## src/hdl/pcm_pkg.sv

```systemverilog
// Shared types and constants of the PWM capture measurement block.
`default_nettype none
package pcm_pkg;

  localparam int unsigned CAPTURE_W = 16;
  localparam int unsigned CLOCK_W   = 27;
  localparam int unsigned FREQ_W    = 26;
  localparam int unsigned DUTY_W    = 7;
  localparam int unsigned HIGH_W    = 16;
  localparam int unsigned IN_DATA_W  = 16;
  localparam int unsigned OUT_DATA_W = 56;
  localparam int unsigned APB_ADDR_W = 3;
  localparam int unsigned APB_DATA_W = 32;

  // Register index of clock_hz, taken from the word address bit.
  localparam logic REG_CLOCK_HZ = 1'b0;

  localparam logic [CLOCK_W-1:0] CLOCK_HZ_RESET = 27'd8000000;

  typedef enum logic [1:0] {
    PH_RISE,
    PH_FALL,
    PH_NEXT_RISE
  } phase_e;

  typedef enum logic [1:0] {
    ST_IDLE,
    ST_DIV_FREQ,
    ST_DIV_DUTY,
    ST_HOLD
  } state_e;

endpackage
`default_nettype wire

```

## src/hdl/pcm_div.sv

```systemverilog
// Restoring bit-serial unsigned divider, one quotient bit per cycle.
`default_nettype none
module pcm_div #(
  parameter int unsigned DividendW = 27,
  parameter int unsigned DivisorW  = 16
) (
  input  wire logic                 clk_i,
  input  wire logic                 rst_ni,
  input  wire logic                 start_i,
  input  wire logic [DividendW-1:0] dividend_i,
  input  wire logic [DivisorW-1:0]  divisor_i,
  output logic                      done_o,
  output logic [DividendW-1:0]      quotient_o
);

  localparam int unsigned CntW = $clog2(DividendW + 1);

  logic [DivisorW-1:0]  rem_q, rem_d;
  logic [DividendW-1:0] quo_q, quo_d;
  logic [DivisorW-1:0]  dvs_q;
  logic [CntW-1:0]      cnt_q, cnt_d;
  logic                 busy_q, busy_d;
  logic                 done_q, done_d;

  logic [DivisorW:0] rem_sh;
  logic [DivisorW:0] diff;
  logic              ge;

  // The partial remainder stays below the divisor, so the shifted value
  // fits in one bit more than the divisor.
  assign rem_sh = {rem_q, quo_q[DividendW-1]};
  assign diff   = rem_sh - {1'b0, dvs_q};
  assign ge     = (rem_sh >= {1'b0, dvs_q});

  always_comb begin
    rem_d  = rem_q;
    quo_d  = quo_q;
    cnt_d  = cnt_q;
    busy_d = busy_q;
    done_d = 1'b0;
    if (start_i) begin
      rem_d  = '0;
      quo_d  = dividend_i;
      cnt_d  = CntW'(DividendW);
      busy_d = 1'b1;
    end else if (busy_q) begin
      rem_d = ge ? diff[DivisorW-1:0] : rem_sh[DivisorW-1:0];
      quo_d = {quo_q[DividendW-2:0], ge};
      cnt_d = cnt_q - 1'b1;
      if (cnt_q == CntW'(1)) begin
        busy_d = 1'b0;
        done_d = 1'b1;
      end
    end
  end

  always_ff @(posedge clk_i or negedge rst_ni) begin
    if (!rst_ni) begin
      cnt_q  <= '0;
      busy_q <= 1'b0;
      done_q <= 1'b0;
    end else begin
      cnt_q  <= cnt_d;
      busy_q <= busy_d;
      done_q <= done_d;
    end
  end

  always_ff @(posedge clk_i) begin
    rem_q <= rem_d;
    quo_q <= quo_d;
    if (start_i) begin
      dvs_q <= divisor_i;
    end
  end

  assign done_o     = done_q;
  assign quotient_o = quo_q;

endmodule
`default_nettype wire

```

## src/hdl/pwm_capture_measure.sv

```systemverilog
// PWM frequency and duty measurement from a stream of capture timestamps.
// A rising or falling edge stamp is only stored and produces no result.
// The closing rising edge of a strictly increasing triple runs two 27-step
// divisions on the shared serial divider (frequency, then duty); any other
// triple skips the divider and gives an invalid result.
// Reset (asynchronous, active low) clears phase, FSM and output valid, and
// loads clock_hz with 8000000.
`default_nettype none
module pwm_capture_measure #(
  parameter int unsigned CounterBits = 16
) (
  input  wire logic                              clk_i,
  input  wire logic                              rst_ni,
  // capture_time[15:0]
  input  wire logic [pcm_pkg::IN_DATA_W-1:0]     s_axis_tdata_i,
  input  wire logic                              s_axis_tvalid_i,
  output logic                                   s_axis_tready_o,
  // frequency_hz[25:0], duty_percent[32:26], high_ticks[48:33], zero fill
  output logic [pcm_pkg::OUT_DATA_W-1:0]         m_axis_tdata_o,
  // valid_res[0]
  output logic                                   m_axis_tuser_o,
  output logic                                   m_axis_tvalid_o,
  input  wire logic                              m_axis_tready_i,
  input  wire logic                              psel_i,
  input  wire logic                              penable_i,
  input  wire logic                              pwrite_i,
  input  wire logic [pcm_pkg::APB_ADDR_W-1:0]    paddr_i,
  input  wire logic [pcm_pkg::APB_DATA_W-1:0]    pwdata_i,
  output logic [pcm_pkg::APB_DATA_W-1:0]         prdata_o,
  output logic                                   pready_o
);
  import pcm_pkg::*;

  // Only the low counter bits of the 16-bit stamp take part.
  localparam int unsigned TimeW = (CounterBits < CAPTURE_W) ? CounterBits : CAPTURE_W;

  // Configuration register.
  logic [CLOCK_W-1:0] clock_hz_q;
  logic               cfg_wr;

  assign pready_o = 1'b1;
  assign cfg_wr   = psel_i & penable_i & pwrite_i & (paddr_i[2] == REG_CLOCK_HZ);
  assign prdata_o = (paddr_i[2] == REG_CLOCK_HZ) ? APB_DATA_W'(clock_hz_q) : '0;

  always_ff @(posedge clk_i or negedge rst_ni) begin
    if (!rst_ni) begin
      clock_hz_q <= CLOCK_HZ_RESET;
    end else if (cfg_wr) begin
      clock_hz_q <= pwdata_i[CLOCK_W-1:0];
    end
  end

  // Control state.
  state_e state_q, state_d;
  phase_e phase_q, phase_d;
  logic   out_valid_q, out_valid_d;

  // Payload.
  logic [TimeW-1:0]      rise_q, fall_q, high_q;
  logic [FREQ_W-1:0]     freq_q;
  logic [DUTY_W-1:0]     duty_q;
  logic                  ok_q;
  logic [OUT_DATA_W-1:0] out_data_q;
  logic                  out_user_q;

  logic [TimeW-1:0]   t;
  logic [TimeW-1:0]   period_now;
  logic               ok_now;
  logic               out_load;
  logic               take_rise, take_fall, take_close;
  logic               freq_store, duty_store;
  logic               div_start;
  logic [CLOCK_W-1:0] div_dividend;
  logic [TimeW-1:0]   div_divisor;
  logic               div_done;
  logic [CLOCK_W-1:0] div_quotient;
  logic [CLOCK_W-1:0] high_x100;

  assign t          = s_axis_tdata_i[TimeW-1:0];
  assign period_now = t - rise_q;
  assign ok_now     = (rise_q < fall_q) && (fall_q < t);

  // high * 100 as shifts and adds; it fits well inside the dividend width.
  assign high_x100 = (CLOCK_W'(high_q) << 6) + (CLOCK_W'(high_q) << 5)
                   + (CLOCK_W'(high_q) << 2);

  always_comb begin
    state_d         = state_q;
    phase_d         = phase_q;
    out_valid_d     = out_valid_q;
    s_axis_tready_o = 1'b0;
    out_load        = 1'b0;
    take_rise       = 1'b0;
    take_fall       = 1'b0;
    take_close      = 1'b0;
    freq_store      = 1'b0;
    duty_store      = 1'b0;
    div_start       = 1'b0;
    div_dividend    = clock_hz_q;
    div_divisor     = period_now;

    if (out_valid_q && m_axis_tready_i) begin
      out_valid_d = 1'b0;
    end

    case (state_q)
      ST_IDLE: begin
        // Ready is high throughout this state, so valid alone marks a transfer.
        s_axis_tready_o = 1'b1;
        if (s_axis_tvalid_i) begin
          case (phase_q)
            PH_FALL: begin
              take_fall = 1'b1;
              phase_d   = PH_NEXT_RISE;
            end
            PH_NEXT_RISE: begin
              take_close = 1'b1;
              phase_d    = PH_RISE;
              if (ok_now) begin
                div_start = 1'b1;
                state_d   = ST_DIV_FREQ;
              end else begin
                state_d = ST_HOLD;
              end
            end
            default: begin
              take_rise = 1'b1;
              phase_d   = PH_FALL;
            end
          endcase
        end
      end
      ST_DIV_FREQ: begin
        if (div_done) begin
          freq_store   = 1'b1;
          div_start    = 1'b1;
          div_dividend = high_x100;
          div_divisor  = fall_q;
          state_d      = ST_DIV_DUTY;
        end
      end
      ST_DIV_DUTY: begin
        if (div_done) begin
          duty_store = 1'b1;
          state_d    = ST_HOLD;
        end
      end
      ST_HOLD: begin
        if (!out_valid_q || m_axis_tready_i) begin
          out_load    = 1'b1;
          out_valid_d = 1'b1;
          state_d     = ST_IDLE;
        end
      end
      default: begin
        state_d = ST_IDLE;
      end
    endcase
  end

  always_ff @(posedge clk_i or negedge rst_ni) begin
    if (!rst_ni) begin
      state_q     <= ST_IDLE;
      phase_q     <= PH_RISE;
      out_valid_q <= 1'b0;
    end else begin
      state_q     <= state_d;
      phase_q     <= phase_d;
      out_valid_q <= out_valid_d;
    end
  end

  // On the closing edge the period is parked in fall_q, which is free then;
  // the next triple overwrites it before reading it.
  always_ff @(posedge clk_i) begin
    if (take_rise) begin
      rise_q <= t;
    end
    if (take_fall) begin
      fall_q <= t;
    end
    if (take_close) begin
      high_q <= fall_q - rise_q;
      fall_q <= period_now;
      ok_q   <= ok_now;
      freq_q <= '0;
      duty_q <= '0;
    end
    if (freq_store) begin
      freq_q <= div_quotient[FREQ_W-1:0];
    end
    if (duty_store) begin
      duty_q <= div_quotient[DUTY_W-1:0];
    end
    if (out_load) begin
      out_user_q <= ok_q;
      out_data_q <= {7'd0,
                     ok_q ? HIGH_W'(high_q) : HIGH_W'(0),
                     duty_q,
                     freq_q};
    end
  end

  pcm_div #(
    .DividendW(CLOCK_W),
    .DivisorW (TimeW)
  ) u_div (
    .clk_i     (clk_i),
    .rst_ni    (rst_ni),
    .start_i   (div_start),
    .dividend_i(div_dividend),
    .divisor_i (div_divisor),
    .done_o    (div_done),
    .quotient_o(div_quotient)
  );

  assign m_axis_tvalid_o = out_valid_q;
  assign m_axis_tdata_o  = out_data_q;
  assign m_axis_tuser_o  = out_user_q;

endmodule
`default_nettype wire
```

## config.mk

```make
export PLATFORM = sky130hd
export DESIGN_NAME = pwm_capture_measure
export DESIGN_NICKNAME = d
export VERILOG_FILES = /design/src/hdl/pcm_pkg.sv /design/src/hdl/pcm_div.sv /design/src/hdl/pwm_capture_measure.sv
export SDC_FILE = /design/constraint.sdc
export NUM_CORES = 1
export LEC_CHECK = 0
export BUFFER_PORTS_ARGS = -buffer_cell sky130_fd_sc_hd__buf_2
export CAP_MARGIN = 5
export CORE_AREA = 2 2 158 160
export DETAILED_ROUTE_END_ITERATION = 8
export DIE_AREA = 0 0 160 162
export PLACE_DENSITY_LB_ADDON = 0.05
export SLEW_MARGIN = 20
export SYNTH_ARGS = -nofsm -noshare
export SYNTH_HDL_FRONTEND = slang
export SYNTH_SLANG_ARGS = --single-unit
```

## constraint.sdc

```tcl
create_clock -name clk_i -period 4 [get_ports clk_i]
set_input_delay 0.8 -clock clk_i [delete_from_list [all_inputs] [get_ports clk_i]]
set_output_delay 0.8 -clock clk_i [all_outputs]
set_load 0.01 [all_outputs]
```

==> results.md <==
* Post-CTS Setup Inserts at 0
* Seq/Total Area, Yosys at ~50%
* Final antenna-violating net count at 0
* Vias at 8986
* Power Dens Cells at approximately 640 nW/um^2
* Peak supply drop at between 0.4 and 0.5 mV
* Worst-margin pin slew at roughly 0.95 ns
* Netlist cell types at 82
* Clk slew on worst S/H paths at 0.06 ns
* Fillers at between 2000 and 2500
* Max incr delay on CP at roughly 0.50 ns
* Layout area overhead at 14.92%
* GRT Residual Overflow at 0
* Core area at about 24000 um^2
* Starting DRT DRC Count at between 500 and 600
* Tightest Hold Check Type: in2async
* Final hold vios at 0
* Setup Total Neg Slack at 0 ns
* Peak Freq at about 300 MHz
* Final WS setup at 0.6318 ns
* Status: complete, no violations
* Largest net degree at the start of global routing at 43
* Gr usage total at between 20% and 30%
* Setup violations, final at 0
* Clk sinks at 230
* Global-route wire length before repair at around 45000 um
* FF+latch area at ~6600 um^2
* TritonCTS clock tree: done
* Period utilisation layout at between 80% and 90%
* Fraction of layout cells with a size suffix above 1 at between 10% and 20%
* EDFF count, synth at ~180
* DRC viols at 0
* Die width at about 160 um
* Hold-fix buffers, CTS at 0
* Detailed-route wire length per cell at 16.99 um
* Vias in the first global route at approximately 8600
* DRT Wirelength at ~28000 um
* Tmin final at between 3 and 4 ns
* Synth Register Bits at 230
* Final net count at between 1000 and 1500
* Total Power at 9.580 mW
* Vias per cell at ~5.4
* CP max stage cell: fa_1
* Pins Over Slew Limit at 0
* Initial antenna violation count at 2
* Root buf cell: clkbuf_16
* Critical path class: reg2reg
* Yosys warning count at 0
* Die ar. at 25920 um^2
* Multi-input gate area at between 6000 and 7000 um^2
* Unrepaired setup endpoints after global routing: false
* DP HPWL at a little over 20000 um
* Worst slew margin at between 30% and 40%
* TritonRoute pass-1 iters at 4
* Fin Clk Skew at about 0.014 ns
* Syn Std Cell Area at between 10000 and 15000 um^2
* Cell Chain, Critical Path: inv_1 > fa_1 > inv_1 > ha_1 > fa_1 > a211oi_1 > o21ai_0 > nand3_1 > a31oi_1 > a211oi_1 > a21oi_1
* Syn Inst Count at 1169
* Worst skew pair latency at between 0.5 and 0.6 ns
* Critical-path maximum fanout at 4
* Post-cts resize count at 0
* Worst slack at placement at between 0.15 and 0.2 ns
* Worst setup SP type: flop
* Syn Area/Cell at 11.22 um^2
* PortBufs at about 130
* Starting Density at 54.42%
* WP data arrival at between 3 and 4 ns
* I/O pin count at 150
* Max-cap violation count at 0
* RePlAce Congestion at ~0.92
* Die outline height at 162 um
* H-tree lvl count at 1
* Clock Path Buffers at 3
* Pleak at about 6.5 nW
* Req. time, crit path at ~4.2 ns
* Top FF cell, synth: edfxtp_1
* Critical Path End Type: flop
* Async set or reset register ratio after synthesis at between 15 and 20%
* Core Rows at 57
* TritonCTS buffer count at 26
[Yosys cell counts, drive strengths merged, types with 10 or more instances]
master,n,area (um^2)
fa,16,320.3
mux2i,38,380.4
o21ai,73,365.4
a21oi,58,290.3
nor2b,31,193.9
xnor2,27,236.5
nand2b,10,62.56
nor3,26,135.1
a31oi,10,62.56
nand4,13,81.33
ha,92,1151
nand2,91,341.6
o21a,10,75.07
and3,37,231.5
dfxtp,16,320.3
and2,19,118.9
mux2,28,315.3
buf,20,168.9
xor2,17,148.9
a211oi,23,217.7
edfxtp,175,5255
nand3,20,100.1
dfrtp,32,800.8
clkbuf,29,108.9
a21o,13,97.59
nor2,64,250.2
inv,76,285.3
[path summary, 6_finish.rpt]
check	end	depth (start not counted)	slack, ns	start
worst max-delay path	u_div.quotient_o[22]	11	0.63	high_q[1]
worst min-delay path	clock_hz_q[10]	1	0.24	rst_ni
worst max register to register	u_div.quotient_o[22]	11	0.63	high_q[1]
worst min register to register	m_axis_tdata_o[1]	0	0.42	freq_q[1]
max in group asynchronous	clock_hz_q[24]	2	3.09	rst_ni
min in group clk_i	m_axis_tdata_o[1]	0	0.42	freq_q[1]
[metal layers]
layer	share of wire [%]	global-route usage, %	up-vias	wire length (um)
met1	46	29.73	4166	12970
li1	-	-	4556	-
met2	47	36.38	214	13180
met4	2.6	6.798	2	720
met3	4.6	3.039	48	1309
met5	0.039	0	-	11
[power by group]
part | internal (mW) | switching, mW | leakage [nW]
sequential | 3.40 | 0.383 | 2.21
clock | 1.52 | 0.962 | 0.433
combinational | 1.41 | 1.91 | 3.90
[placed cells by master, fill, tap and decap left out, types with 6 or more instances in the layout]
| cell type | n |
|---|---|
| buf_4 | 23 |
| o21bai_1 | 6 |
| mux2i_1 | 38 |
| nor2_1 | 61 |
| and3_1 | 37 |
| nand4_1 | 13 |
| clkbuf_16 | 27 |
| xor2_1 | 17 |
| ha_1 | 92 |
| mux2_2 | 28 |
| a211oi_1 | 14 |
| o21ai_0 | 65 |
| inv_1 | 75 |
| o21a_1 | 10 |
| conb_1 | 13 |
| nor2b_1 | 31 |
| o22ai_1 | 6 |
| dfrtp_1 | 32 |
| or4_1 | 7 |
| or3_1 | 6 |
| nor3_1 | 25 |
| fa_1 | 16 |
| and2_1 | 17 |
| edfxtp_1 | 175 |
| nand2_1 | 91 |
| a21o_1 | 13 |
| o211ai_1 | 7 |
| buf_2 | 129 |
| dfstp_2 | 7 |
| a211oi_2 | 9 |
| a21oi_1 | 58 |
| nand3_1 | 20 |
| a31oi_1 | 10 |
| xnor2_1 | 27 |
| nand2b_1 | 10 |
| o21ai_1 | 8 |
| dfxtp_1 | 16 |
[final cells by class]
type,instances,share of cell area [%]
Clock inverter,12,0.9462
Clock buffer,36,5.038
Inverter,77,1.917
Multi-Input combinational cell,824,40.05
Timing Repair Buffer,155,5.827
Tap cell,324,2.689
Sequential cell,230,43.52
Antenna cell,1,0.01660
[cells by family after synthesis]
group,after synthesis,synth area share (%)
and+or+nand+nor,348,13.65
AOI/OAI and AO/OA,244,12.33
DFF,230,50.01
buffers and inverters,126,4.321
adders and majority gates,108,11.22
muxes,66,5.303
xor gates and xnor gates,45,3.109
other,2,0.05725
[sequential cells by signal, indices dropped and copies added, names as in the netlist]
name / cells
m_axis_tvalid_o: 1
clock_hz_q: 27
phase_q: 2
m_axis_tuser_o: 1
u_div.cnt_q: 5
freq_q: 26
fall_q: 16
u_div.dvs_q: 16
rise_q: 16
u_div.done_o: 1
state_q: 2
u_div.quotient_o: 27
duty_q: 7
ok_q: 1
m_axis_tdata_o: 49
u_div.rem_q: 16
high_q: 16
u_div.busy_q: 1
[metrics by stage]
step / hold WS [ns] / instances / instance area (um^2) / util, %
floorplan: 0.4003 / 1180 / 13160 / -
global placement: 0.4004 / 1610 / 14170 / 58.78
detailed placement: 0.4045 / 1610 / 14170 / 58.78
CTS: 0.2408 / 1658 / 15070 / 62.52
global route: 0.2569 / 1659 / 15070 / 62.54
finish: 0.2354 / 1659 / 15070 / 62.54
[worst max-delay path, delay by kind of cell, from the launching register on]
| kind | cells | cell delay, ns |
|---|---|---|
| AOI/OAI and AO/OA | 5 | 1.17 |
| adders and majority gates | 3 | 1.17 |
| buffers and inverters | 2 | 0.13 |
| DFF | 1 | 0.45 |
| and+or+nand+nor | 1 | 0.16 |
No activity file was read; power rests on OpenSTA's default activity.
